**config.mk**
```make
export PLATFORM = sky130hd
export DESIGN_NAME = text_mode_terminal_writer
export DESIGN_NICKNAME = d
export VERILOG_FILES = /design/src/hw/rtl/tmw_pkg.sv /design/src/hw/rtl/text_mode_terminal_writer.sv /design/src/hw/rtl/tmw_cursor.sv
export SDC_FILE = /design/constraint.sdc
export NUM_CORES = 1
export LEC_CHECK = 0
export ABC_AREA = 1
export BUFFER_PORTS_ARGS = -buffer_cell sky130_fd_sc_hd__buf_2
export CORE_MARGIN = 10
export CORE_UTILIZATION = 45
export CTS_BUF_LIST = sky130_fd_sc_hd__clkbuf_16
export CTS_CLUSTER_DIAMETER = 150
export DETAILED_ROUTE_END_ITERATION = 6
export PLACE_DENSITY = 0.72
export SYNTH_ARGS = -nofsm -noshare
export SYNTH_HDL_FRONTEND = slang
export SYNTH_SLANG_ARGS = --single-unit
```
**constraint.sdc**
```tcl
create_clock -name clk -period 14.5 [get_ports clk]
set_input_delay 2.9 -clock clk [delete_from_list [all_inputs] [get_ports clk]]
set_output_delay 2.9 -clock clk [all_outputs]
set_load 0.05 [all_outputs]
```
**src/hw/rtl/tmw_pkg.sv**
```systemverilog
package tmw_pkg;

  // Default screen geometry.
  localparam int COLUMNS_DEF  = 80;
  localparam int ROWS_DEF     = 25;
  localparam int TAB_STOP_DEF = 8;

  // Port widths fixed by the interface.
  localparam int CHAR_W     = 8;
  localparam int INDEX_W    = 11;
  localparam int VALUE_W    = 16;
  localparam int COL_W      = 7;
  localparam int ROW_W      = 5;
  localparam int CFG_IDX_W  = 2;
  localparam int CFG_DATA_W = 3;

  // Character codes with a control meaning, and the space used for blank cells.
  localparam logic [CHAR_W-1:0] CH_BS    = 8'h08;
  localparam logic [CHAR_W-1:0] CH_TAB   = 8'h09;
  localparam logic [CHAR_W-1:0] CH_NL    = 8'h0A;
  localparam logic [CHAR_W-1:0] CH_CR    = 8'h0D;
  localparam logic [CHAR_W-1:0] CH_SPACE = 8'h20;

  // Color register reset values.
  localparam logic [2:0] FORE_COLOR_RST  = 3'd7;
  localparam logic       FORE_BRIGHT_RST = 1'b0;
  localparam logic [2:0] BACK_COLOR_RST  = 3'd0;
  localparam logic       BACK_BRIGHT_RST = 1'b0;

  // Blank cell in the reset colors, used by the clearing pass.
  localparam logic [VALUE_W-1:0] RESET_BLANK =
    {BACK_BRIGHT_RST, BACK_COLOR_RST, FORE_BRIGHT_RST, FORE_COLOR_RST, CH_SPACE};

  // Configuration register indexes.
  typedef enum logic [CFG_IDX_W-1:0] {
    CFG_FORE_COLOR  = 2'd0,
    CFG_FORE_BRIGHT = 2'd1,
    CFG_BACK_COLOR  = 2'd2,
    CFG_BACK_BRIGHT = 2'd3
  } cfg_reg_t;

  // Status of one cursor step.
  typedef struct packed {
    logic written;
    logic scroll;
  } step_flags_t;

endpackage

```
**src/hw/rtl/text_mode_terminal_writer.sv**
```systemverilog
// Channel  | Direction | Handshake            | Payload
// input    | in        | in_valid / in_stall   | in_char_code
// result   | out       | out_valid / out_stall | out_cell_written, out_cell_index,
//          |           |                       | out_cell_value, out_scrolled, out_cursor_*
// config   | in        | cfg_we                | cfg_index, cfg_wdata
//
// A control code or a plain character is accepted in S_IDLE; in S_CALC the
// cursor step is computed and the cell is written.
// A scroll then copies rows 1 to ROWS-1 up by one row and fills the bottom
// row with blanks on the single cell memory port; S_DONE hands off the result item.
// After reset a clearing pass writes every cell with in_stall high; configuration
// writes are taken during it.
// A stalled result item waits in the output register while the next item is taken.
module text_mode_terminal_writer #(
  parameter int COLUMNS  = tmw_pkg::COLUMNS_DEF,
  parameter int ROWS     = tmw_pkg::ROWS_DEF,
  parameter int TAB_STOP = tmw_pkg::TAB_STOP_DEF
) (
  input  logic                            clk,
  input  logic                            rst_n,
  input  logic                            in_valid,
  output logic                            in_stall,
  input  logic [tmw_pkg::CHAR_W-1:0]      in_char_code,
  output logic                            out_valid,
  input  logic                            out_stall,
  output logic                            out_cell_written,
  output logic [tmw_pkg::INDEX_W-1:0]     out_cell_index,
  output logic [tmw_pkg::VALUE_W-1:0]     out_cell_value,
  output logic                            out_scrolled,
  output logic [tmw_pkg::COL_W-1:0]       out_cursor_col,
  output logic [tmw_pkg::ROW_W-1:0]       out_cursor_row,
  output logic [tmw_pkg::INDEX_W-1:0]     out_cursor_offset,
  input  logic                            cfg_we,
  input  logic [tmw_pkg::CFG_IDX_W-1:0]   cfg_index,
  input  logic [tmw_pkg::CFG_DATA_W-1:0]  cfg_wdata
);
  import tmw_pkg::*;

  localparam int CELLS  = COLUMNS * ROWS;
  localparam int COPY_N = (ROWS - 1) * COLUMNS;
  localparam int AW     = $clog2(CELLS);
  localparam int CW     = $clog2(COLUMNS);
  localparam int RW     = $clog2(ROWS);

  // Sequencer states, one-hot.
  typedef enum logic [5:0] {
    S_CLEAR  = 6'b000001,
    S_IDLE   = 6'b000010,
    S_CALC   = 6'b000100,
    S_SCROLL = 6'b001000,
    S_FILL   = 6'b010000,
    S_DONE   = 6'b100000
  } state_t;

  state_t state_r, state_nxt;

  // Color registers.
  logic [2:0] fore_color_r;
  logic       fore_bright_r;
  logic [2:0] back_color_r;
  logic       back_bright_r;
  logic [7:0] attr;
  logic [VALUE_W-1:0] blank;

  // Cursor and the item being worked on.
  logic [CW-1:0]     cur_col_r;
  logic [RW-1:0]     cur_row_r;
  logic [CHAR_W-1:0] ch_r;

  // Cursor step results.
  logic [CW-1:0]     step_col;
  logic [RW-1:0]     step_row;
  logic [AW-1:0]     step_idx;
  logic [AW-1:0]     step_off;
  step_flags_t       step_flags;
  logic [VALUE_W-1:0] step_val;

  // Result item held while a scroll runs or the output register is busy.
  logic               res_written_r;
  logic [AW-1:0]      res_idx_r;
  logic [VALUE_W-1:0] res_val_r;
  logic               res_scrolled_r;
  logic [CW-1:0]      res_col_r;
  logic [RW-1:0]      res_row_r;
  logic [AW-1:0]      res_off_r;

  // Output register.
  logic out_valid_r;
  logic out_free;
  logic load_calc;
  logic load_res;

  // Cell store and its sweep machinery. One address counter walks the store
  // for the clearing pass, the row copy of a scroll and the blank fill.
  logic [VALUE_W-1:0] mem [CELLS];
  logic [VALUE_W-1:0] rd_data_r;
  logic [AW-1:0]      sweep_r;
  logic               cp_v_r;
  logic [AW-1:0]      cp_wa_r;
  logic               mem_we;
  logic [AW-1:0]      mem_wa;
  logic [AW-1:0]      mem_ra;
  logic [VALUE_W-1:0] mem_wd;

  assign attr  = {back_bright_r, back_color_r, fore_bright_r, fore_color_r};
  assign blank = {attr, CH_SPACE};

  // Configuration writes are taken in every state.
  always_ff @(posedge clk) begin
    if (!rst_n) begin
      fore_color_r  <= FORE_COLOR_RST;
      fore_bright_r <= FORE_BRIGHT_RST;
      back_color_r  <= BACK_COLOR_RST;
      back_bright_r <= BACK_BRIGHT_RST;
    end else if (cfg_we) begin
      case (cfg_index)
        CFG_FORE_COLOR:  fore_color_r  <= cfg_wdata[2:0];
        CFG_FORE_BRIGHT: fore_bright_r <= cfg_wdata[0];
        CFG_BACK_COLOR:  back_color_r  <= cfg_wdata[2:0];
        CFG_BACK_BRIGHT: back_bright_r <= cfg_wdata[0];
        default: ;
      endcase
    end
  end

  tmw_cursor #(
    .COLUMNS  (COLUMNS),
    .ROWS     (ROWS),
    .TAB_STOP (TAB_STOP)
  ) u_cursor (
    .ch      (ch_r),
    .col_i   (cur_col_r),
    .row_i   (cur_row_r),
    .col_o   (step_col),
    .row_o   (step_row),
    .idx_o   (step_idx),
    .off_o   (step_off),
    .flags_o (step_flags)
  );

  // A backspace writes a blank; any other written cell carries the character.
  assign step_val = (ch_r == CH_BS) ? blank : {attr, ch_r};

  assign in_stall = (state_r != S_IDLE);
  assign out_free = !out_valid_r || !out_stall;

  // Sequencer and memory port selection.
  always_comb begin
    state_nxt = state_r;
    load_calc = 1'b0;
    load_res  = 1'b0;
    mem_we    = 1'b0;
    mem_wa    = sweep_r;
    mem_wd    = blank;
    mem_ra    = sweep_r;
    case (state_r)
      S_CLEAR: begin
        mem_we = 1'b1;
        mem_wd = RESET_BLANK;
        if (sweep_r == AW'(CELLS - 1)) begin
          state_nxt = S_IDLE;
        end
      end
      S_IDLE: begin
        if (in_valid) begin
          state_nxt = S_CALC;
        end
      end
      S_CALC: begin
        mem_we = step_flags.written;
        mem_wa = step_idx;
        mem_wd = step_val;
        if (step_flags.scroll) begin
          state_nxt = S_SCROLL;
        end else if (out_free) begin
          load_calc = 1'b1;
          state_nxt = S_IDLE;
        end else begin
          state_nxt = S_DONE;
        end
      end
      S_SCROLL: begin
        // Read one row below, write the word read in the previous cycle.
        mem_ra = sweep_r + AW'(COLUMNS);
        mem_we = cp_v_r;
        mem_wa = cp_wa_r;
        mem_wd = rd_data_r;
        if (sweep_r == AW'(COPY_N - 1)) begin
          state_nxt = S_FILL;
        end
      end
      S_FILL: begin
        // The first cycle finishes the last copy write before the fill starts.
        mem_we = 1'b1;
        if (cp_v_r) begin
          mem_wa = cp_wa_r;
          mem_wd = rd_data_r;
        end else if (sweep_r == AW'(CELLS - 1)) begin
          state_nxt = S_DONE;
        end
      end
      S_DONE: begin
        if (out_free) begin
          load_res  = 1'b1;
          state_nxt = S_IDLE;
        end
      end
      default: begin
        state_nxt = S_CLEAR;
      end
    endcase
  end

  always_ff @(posedge clk) begin
    if (!rst_n) begin
      state_r   <= S_CLEAR;
      sweep_r   <= '0;
      cp_v_r    <= 1'b0;
      cur_col_r <= '0;
      cur_row_r <= '0;
    end else begin
      state_r <= state_nxt;
      cp_v_r  <= (state_r == S_SCROLL);
      case (state_r)
        S_CLEAR: begin
          sweep_r <= (sweep_r == AW'(CELLS - 1)) ? '0 : sweep_r + AW'(1);
        end
        S_CALC: begin
          sweep_r   <= '0;
          cur_col_r <= step_col;
          cur_row_r <= step_row;
        end
        S_SCROLL: begin
          sweep_r <= sweep_r + AW'(1);
        end
        S_FILL: begin
          if (!cp_v_r) begin
            sweep_r <= (sweep_r == AW'(CELLS - 1)) ? '0 : sweep_r + AW'(1);
          end
        end
        default: ;
      endcase
    end
  end

  always_ff @(posedge clk) begin
    cp_wa_r <= sweep_r;
    if (state_r == S_IDLE && in_valid) begin
      ch_r <= in_char_code;
    end
    if (state_r == S_CALC) begin
      res_written_r  <= step_flags.written;
      res_idx_r      <= step_idx;
      res_val_r      <= step_flags.written ? step_val : '0;
      res_scrolled_r <= step_flags.scroll;
      res_col_r      <= step_col;
      res_row_r      <= step_row;
      res_off_r      <= step_off;
    end
  end

  // Cell store: one write port and one registered read port.
  always_ff @(posedge clk) begin
    if (mem_we) begin
      mem[mem_wa] <= mem_wd;
    end
    rd_data_r <= mem[mem_ra];
  end

  // Output register.
  always_ff @(posedge clk) begin
    if (!rst_n) begin
      out_valid_r <= 1'b0;
    end else if (load_calc || load_res) begin
      out_valid_r <= 1'b1;
    end else if (!out_stall) begin
      out_valid_r <= 1'b0;
    end
  end

  always_ff @(posedge clk) begin
    if (load_calc) begin
      out_cell_written  <= step_flags.written;
      out_cell_index    <= INDEX_W'(step_idx);
      out_cell_value    <= step_flags.written ? step_val : '0;
      out_scrolled      <= step_flags.scroll;
      out_cursor_col    <= COL_W'(step_col);
      out_cursor_row    <= ROW_W'(step_row);
      out_cursor_offset <= INDEX_W'(step_off);
    end else if (load_res) begin
      out_cell_written  <= res_written_r;
      out_cell_index    <= INDEX_W'(res_idx_r);
      out_cell_value    <= res_val_r;
      out_scrolled      <= res_scrolled_r;
      out_cursor_col    <= COL_W'(res_col_r);
      out_cursor_row    <= ROW_W'(res_row_r);
      out_cursor_offset <= INDEX_W'(res_off_r);
    end
  end

  assign out_valid = out_valid_r;

  // The cursor always stays on the screen.
  a_cursor_on_screen: assert property (@(posedge clk) disable iff (!rst_n)
    (int'(cur_row_r) < ROWS) && (int'(cur_col_r) < COLUMNS))
    else $error("cursor left the screen");

  // A copy write only follows a read issued during the scroll.
  a_copy_follows_read: assert property (@(posedge clk) disable iff (!rst_n)
    cp_v_r |-> $past(state_r) == S_SCROLL)
    else $error("copy write without a scroll read");

  // The store is never written while waiting for an item.
  a_no_write_idle: assert property (@(posedge clk) disable iff (!rst_n)
    (state_r == S_IDLE) |-> !mem_we)
    else $error("cell store written while idle");

  // A scroll always ends with the cursor on the bottom row.
  a_scroll_bottom: assert property (@(posedge clk) disable iff (!rst_n)
    (state_r == S_FILL) |-> (int'(cur_row_r) == ROWS - 1))
    else $error("scroll with cursor off the bottom row");

  // A result item is never overwritten while it is stalled.
  a_no_overwrite: assert property (@(posedge clk) disable iff (!rst_n)
    (load_calc || load_res) |-> out_free)
    else $error("result item overwritten while stalled");

endmodule

```
**src/hw/rtl/tmw_cursor.sv**
```systemverilog
module tmw_cursor #(
  parameter int COLUMNS  = tmw_pkg::COLUMNS_DEF,
  parameter int ROWS     = tmw_pkg::ROWS_DEF,
  parameter int TAB_STOP = tmw_pkg::TAB_STOP_DEF
) (
  input  logic [tmw_pkg::CHAR_W-1:0]     ch,
  input  logic [$clog2(COLUMNS)-1:0]     col_i,
  input  logic [$clog2(ROWS)-1:0]        row_i,
  output logic [$clog2(COLUMNS)-1:0]     col_o,
  output logic [$clog2(ROWS)-1:0]        row_o,
  output logic [$clog2(COLUMNS*ROWS)-1:0] idx_o,
  output logic [$clog2(COLUMNS*ROWS)-1:0] off_o,
  output tmw_pkg::step_flags_t           flags_o
);
  import tmw_pkg::*;

  localparam int CW    = $clog2(COLUMNS);
  localparam int RW    = $clog2(ROWS);
  localparam int WCW   = $clog2(COLUMNS + TAB_STOP);
  localparam int RWW   = $clog2(ROWS + 1);
  localparam int AW    = $clog2(COLUMNS * ROWS);
  localparam int NSTOP = COLUMNS / TAB_STOP + 1;

  logic [WCW-1:0] wcol;
  logic [RWW-1:0] wrow;
  logic [WCW-1:0] tab_col;
  logic [CW-1:0]  idx_col;
  logic [RW-1:0]  idx_row;
  logic           written;
  logic           scroll;

  // Next tab stop: every stop is compared against the column in parallel.
  always_comb begin
    tab_col = WCW'(TAB_STOP);
    for (int k = 0; k < NSTOP; k++) begin
      if (WCW'(col_i) >= WCW'(k * TAB_STOP)) begin
        tab_col = WCW'((k + 1) * TAB_STOP);
      end
    end
  end

  always_comb begin
    wcol    = WCW'(col_i);
    wrow    = RWW'(row_i);
    idx_col = col_i;
    idx_row = row_i;
    written = 1'b0;
    case (ch)
      CH_TAB: begin
        wcol = tab_col;
      end
      CH_NL: begin
        wrow = wrow + RWW'(1);
        wcol = '0;
      end
      CH_CR: begin
        wcol = '0;
      end
      CH_BS: begin
        // Backspace at the home position leaves everything alone.
        if (col_i != '0 || row_i != '0) begin
          if (col_i == '0) begin
            wrow    = wrow - RWW'(1);
            wcol    = WCW'(COLUMNS - 1);
            idx_row = row_i - RW'(1);
            idx_col = CW'(COLUMNS - 1);
          end else begin
            wcol    = wcol - WCW'(1);
            idx_col = col_i - CW'(1);
          end
          written = 1'b1;
        end
      end
      default: begin
        written = 1'b1;
        wcol    = wcol + WCW'(1);
      end
    endcase

    if (wcol >= WCW'(COLUMNS)) begin
      wcol = wcol - WCW'(COLUMNS);
      wrow = wrow + RWW'(1);
      if (wcol >= WCW'(COLUMNS)) begin
        wcol = '0;
      end
    end

    scroll = (wrow == RWW'(ROWS));
    if (scroll) begin
      wrow = RWW'(ROWS - 1);
    end
  end

  assign col_o   = CW'(wcol);
  assign row_o   = RW'(wrow);
  assign idx_o   = written ? (AW'(idx_row) * AW'(COLUMNS) + AW'(idx_col)) : '0;
  assign off_o   = AW'(row_o) * AW'(COLUMNS) + AW'(col_o);
  assign flags_o = '{written: written, scroll: scroll};

endmodule

```
==> Yosys cells after proc, flatten, opt, wreduce, memory -nomap -nowiden <==
Cells that the tools add are included.
{ "classes": {"add_sub_neg": 9, "multipliers": 2, "div": 0, "order_cmp": 12, "n_eq_ne": 24, "n_shift": 0, "n_mux": 59, "bitwise": 0, "reduce_logical": 20} }
{ "ops": {"columns": ["operator", "n"], "rows": [
  ["$mux 11", 7],
  ["$mux 7", 11],
  ["$mux 6", 12],
  ["$mux 16", 3],
  ["$mux 5", 9],
  ["$pmux 11 s4", 1],
  ["$pmux 6 s6", 1],
  ["$ge 7x7->1 const B", 5],
  ["$eq 8x4->1 const B", 4],
  ["$ge 7x6->1 const B", 4],
  ["$add 11x7->11", 2],
  ["$eq 11x11->1 const B", 2],
  ["$pmux 7 s3", 1],
  ["$ge 7x5->1 const B", 2],
  ["$mul 5x3->7 const B", 2],
  ["$ne 2x2->1 const B", 6],
  ["$add 11x1->11 const B", 1],
  ["$mux 1", 11],
  ["$add 5x1->5 const B", 2],
  ["$pmux 5 s2", 1],
  ["$reduce_and 2->1", 5],
  ["$mux 8", 1],
  ["$add 7x1->7 const B", 1],
  ["$ge 7x4->1 const B", 1],
  ["27 further kinds", 31]
]} }
{ "word_totals": {"regBits": 151, "latchBits": 0, "ramBits": 0, "rom_bits": 0, "in_bits": 18, "output_inout_bits": 54, "elab_cells": 151, "mem_count": 0} }

==> Logic depth before layout (Yosys ltp) <==
{ "logic_depth": {"depth_word": 19, "ltp_mapped": 32, "depth_no_buf": 32} }

==> Hierarchy <==
A second synthesis with hierarchy kept.
{ "hier_totals": {"cells_unflattened": 1005, "area_unflattened_um2": 8503.2} }
{ "by_module_without_submodules": {"columns": ["mod", "n_inst", "cells_per_inst", "area_per_inst_um2", "seq_area_each_um2"], "rows": [
  ["text_mode_terminal_writer", 1, 614, 6147.1, 4144.0],
  ["tmw_cursor", 1, 391, 2356.0, 0.0]
]} }

==> Worst setup path after synthesis <==
OpenSTA, ideal clock, no wires.
{ "synth_path": {"path_type": "input port to flip-flop", "startpoint": "input port out_stall", "endpoint": "register out_cell_index[0] in the netlist's numbering (enable)", "setup_time_ns": 0.460, "t_arrival_ns": 5.280, "setup_slack_ns": 8.760, "path_stages": 3, "path_cell_list": "nand2_1 > inv_1 > o21ai_1"} }
{ "synth_via": {"elab_chain_len": 6, "elab_cells_between_ends": 7, "classes_between": "mux (4); reduce/logical (3)"} }
{ "synth_lines": {"columns": ["item", "line", "source"], "rows": [
  ["start, declared", "text_mode_terminal_writer.sv:25", "input logic out_stall,"],
  ["$logic_not 1->1 (*)", null, null],
  ["$logic_or 1x1->1 (*)", "text_mode_terminal_writer.sv:145", "assign out_free = !out_valid_r || !out_stall;"],
  ["$mux 1 (*)", "text_mode_terminal_writer.sv:175, text_mode_terminal_writer.sv:203", null],
  ["$mux 1", "text_mode_terminal_writer.sv:173", "if (step_flags.scroll) begin"],
  ["$mux 1", "text_mode_terminal_writer.sv:156", "case (state_r)"],
  ["$reduce_bool 2->1 (no line) (*)", null, null],
  ["end signal, assigned", "text_mode_terminal_writer.sv:284", "out_cell_index <= INDEX_W'(step_idx);"],
  ["end signal, assigned", "text_mode_terminal_writer.sv:292", "out_cell_index <= INDEX_W'(res_idx_r);"],
  ["end, declared", "text_mode_terminal_writer.sv:27", "output logic [tmw_pkg::INDEX_W-1:0] out_cell_index,"]
]} }
Mark *: on every way between the ends. The rest lies on a longest branch, timed or not.
A chain may end at the register's enable or synchronous reset.

==> Worst setup path in the final report <==
{ "layout_path": {"startpoint": "register ch_r[4]", "endpoint": "register out_cursor_offset[10] in the netlist's numbering, data pin"} }
{ "layout_via": {"elab_chain_len": 10, "elab_cells_between_ends": 21, "classes_between": "add/sub (3); mul (1); order compare (2); eq/ne (5); mux (9); reduce/logical (1)"} }
{ "layout_lines": {"columns": ["item", "line", "source"], "rows": [
  ["start, declared", "text_mode_terminal_writer.sv:68", "logic [CHAR_W-1:0] ch_r;"],
  ["start signal, assigned", "text_mode_terminal_writer.sv:249", "ch_r <= in_char_code;"],
  ["$eq 8x4->1", "tmw_cursor.sv:48", "case (ch)"],
  ["$reduce_or 2->1 (no line)", null, null],
  ["$pmux 7 s3", "tmw_cursor.sv:48", null],
  ["$ge 7x7->1", "tmw_cursor.sv:80", "if (wcol >= WCW'(COLUMNS)) begin"],
  ["$mux 5 (*)", "tmw_cursor.sv:80", null],
  ["$eq 5x5->1", "tmw_cursor.sv:88", "scroll = (wrow == RWW'(ROWS));"],
  ["$mux 5 (*)", "tmw_cursor.sv:89", "if (scroll) begin"],
  ["via step_row[2]", "text_mode_terminal_writer.sv:72", "logic [RW-1:0] step_row;"],
  ["$mul 5x3->7 (*)", "tmw_cursor.sv:97", "assign off_o = AW'(row_o) * AW'(COLUMNS) + AW'(col_o);"],
  ["$add 11x7->11 (*)", "tmw_cursor.sv:97", null],
  ["via step_off[10]", "text_mode_terminal_writer.sv:74", "logic [AW-1:0] step_off;"],
  ["$mux 11 (*)", "text_mode_terminal_writer.sv:282", "if (load_calc) begin"],
  ["end signal, assigned", "text_mode_terminal_writer.sv:289", "out_cursor_offset <= INDEX_W'(step_off);"],
  ["end signal, assigned", "text_mode_terminal_writer.sv:297", "out_cursor_offset <= INDEX_W'(res_off_r);"],
  ["end, declared", "text_mode_terminal_writer.sv:32", "output logic [tmw_pkg::INDEX_W-1:0] out_cursor_offset,"]
]} }
The timed path passes the listed nets; every way through them passes the cells marked *.

==> results_dict.tcl <==
set metrics [dict create \
    status "completed" \
    core-area_um2 16600 \
    nets_finish 962 \
    globalRouteMet3Util 0.0414 \
    via_count_of_the_first_global_routing_pass 5490 \
    setup_fix_buffers_added_after_clock_tree_synthesis 0 \
    cts-htree-levels 4 \
    max_cap_viol_count 0 \
    grt_max_degree 70 \
    power.density_nw_per_um2 108 \
    groute.usage.overall 0.147 \
    critPathArrivalTime_ns 5.31 \
    critical-path-top-cell-by-count "nand2_1" \
    dr.first_iter.drc_count 365 \
    number_of_enable_type_register_cells_in_the_synthesized_netlist 104 \
    global_route.usage.met1 0.186 \
    share_comb_of_total_power 0.063 \
    cts_resized 0 \
    sw_frac_of_total 0.245 \
    slowest_stage "edfxtp_1" \
    layout_common_cells "nand2_1, inv_1, edfxtp_1, buf_2, nor2_1" \
    fin_crit_sh 0.345 \
    yosysWarnings 0 \
    timing_worst_setup_path_type "reg2reg" \
    hold_slack_ns 0.457 \
    route.detailed.drc 0 \
    mostFrequentLayoutCell "nand2_1" \
    ctsRootBufferMaster "clkbuf_16" \
    detailroute.via_count 5742 \
    timing.final.setup_violations 0 \
    pwr-share-seq 0.480 \
    number_of_buffers_inserted_by_port_buffering 71 \
    placement.cell_area_um2 8090 \
    cts_hold_repair.buffers 0 \
    design_area_um2 8670 \
    floorplan.die.width_um 150 \
    fp.dieArea_um2 22600 \
    timing.clock.skew_ns 0.00625 \
    area.growth.synth_to_final_pct 13.5 \
    postSynthAreaPerCell_um2 9.01 \
    synth-async-reset-ratio 0 \
    synth.area.top_cells "edfxtp_1, nand2_1, dfxtp_1" \
    biggest_cell_delay_along_the_critical_path_ns 0.42 \
    tritoncts "yes" \
    vdd_ir_drop_max_uv 84.2 \
    finalWorstSetupSlack_ns 9.49 \
    clock_latency_ns 0.43 \
    grt_util_met2 0.234 \
    worstSetupEndpointType "register" \
    synthesis.nets 897 \
    gr-total-overflow 0 \
    tritoncts_num_sinks 143 \
    place_congestion 0.927 \
    netlist.top_cell.by_area "edfxtp_1" \
    post_synth_inst_count 847 \
    total_negative_setup_slacks_ns 0 \
    detail_route.wl_per_cell_um 14.1 \
    fmax_mhz 200 \
    transition_time_of_the_tightest_slew_check_pin_ns 1.02 \
    worst_max_slew_margin_expressed_relative_to_the_limit 0.318 \
    synth_area_um2 7630 \
    io_pins 72 \
    p_int_w 0.000704 \
    static_leakage_nw 3.91 \
    layout.filler_cells 1535 \
    rows 47 \
    detail_route.vias_per_cell 5.01 \
    worst_setup_path_start_kind "register" \
    pwr-share-clk 0.457 \
    detailedPlace.worstSlack_ns 9.43 \
    synth_cell_types 51 \
    cts_buf_count 17 \
    final-max-slew-violation-count 0 \
    final.min_clock_period_ns 5.01 \
    antenna_found_initial 0 \
    dp.final_hpwl_um 11600 \
    clk_transition_reported_paths_ns 0.06 \
    number_of_antenna_violating_nets_in_the_routed_design 0 \
    switching_pwr_w 0.000229 \
    required_ns 14.80 \
    die_y_um 150 \
    clock_path_buffers 2 \
    dr.pass1.iters 5 \
    synth_top_area_frac 0.409 \
    start_util 0.460 \
    totalWireLength_um 16100 \
    hold_path_class "reg2reg" \
    gr-max-usage-layer "met2" \
    critPathMaxFanout 12 \
    layout-drive-gt1-share 0.175 \
    rsz0062_at_grt "false" \
    report.final.hold_viol_count 0 \
    synth_sequential_area_ratio 0.511 \
    synth_top_flop_cell "edfxtp_1" \
    ys_seq_elements 143 \
    diode_count 0 \
    grt_pass1_wl_um 26600 \
]
## state kept, by name (all words and copies together), names as in the netlist, 8 cells and up
register,flops
sweep_r,11
out_cell_value,16
res_val_r,16
res_idx_r,11
out_cell_index,11
ch_r,8
## power groups by stage
| stage | clock network [W] | registers, W | logic [W] |
|---|---|---|---|
| CTS | 0.000434 | 0.000447 | 0.0000590 |
| floorplan | 0 | 0.000456 | 0.0000448 |
| global route | 0.000454 | 0.000448 | 0.0000681 |
| global placement | 0 | 0.000456 | 0.0000571 |
| detailed placement | 0 | 0.000456 | 0.0000586 |
| finish | 0.000426 | 0.000447 | 0.0000587 |
## cells by family (layout without fill, tap and decap cells)
group,Yosys count,in the layout,synth area share
fa+ha+maj,32,32,0.0564
flops,143,143,0.511
simple gates,404,404,0.245
xor+xnor,19,19,0.0218
compound gates,108,108,0.0816
buf+inv,141,219,0.0834
## through the flow
step,util,std cells,power [W]
after global routing,0.523,1145,0.000970
after global placement,0.488,1113,0.000513
final,0.523,1145,0.000933
after detailed placement,0.488,1113,0.000515
after floorplan,-,847,0.000500
after CTS,0.523,1145,0.000941
## layout make-up
type,instances,area [um^2],area share
inverters,113,427,0.0492
repair buffers,74,378,0.0436
well taps,220,275,0.0318
flip-flops and latches,143,3900,0.450
clock inverters,15,154,0.0178
clock buffers,17,425,0.0491
multi-input cells,563,3100,0.358
## worst max-delay path, delay by kind of cell (launching register included)
kind                     cells  cell delay, ns
XOR/XNOR                     2            0.45
AND/OR/NAND/NOR             18            2.51
adder cells (fa/ha/maj)      3            0.79
buffers and inverters        4            0.33
AO/OA/AOI/OAI                1            0.35
flip-flops                   1            0.42
## cell usage after synthesis, drive strengths merged, types with 2 or more instances
cell type	instances
nor3	20
a21o	2
a21oi	41
o211ai	4
fa	4
xnor2	5
o21ai	51
clkbuf	10
nor4	3
nand2	239
nand4	10
dfxtp	39
ha	28
xor2	14
o21a	2
nand3	49
edfxtp	104
a31oi	2
inv	112
or2	3
buf	18
nor2	77
## layer usage
layer / routed length, um / up-vias / share of wire
met2: 7680 / 134 / 0.48
met1: 7120 / 2656 / 0.44
met3: 1070 / 23 / 0.067
li1: - / 2929 / -
met4: 246 / 0 / 0.015
met5: 0 / - / 0
## worst paths after layout
| kind | from | endpoint | slack [ns] | cells after the start |
|---|---|---|---|---|
| hold reg to reg | back_color_r[2] | back_color_r[2] | 0.46 | 2 |
| setup reg to reg | ch_r[4] | out_cursor_offset[10] | 9.49 | 28 |
| setup / recovery | ch_r[4] | out_cursor_offset[10] | 9.49 | 28 |
| hold / removal | back_color_r[2] | back_color_r[2] | 0.46 | 2 |
Power figures use the tool's default switching activity.
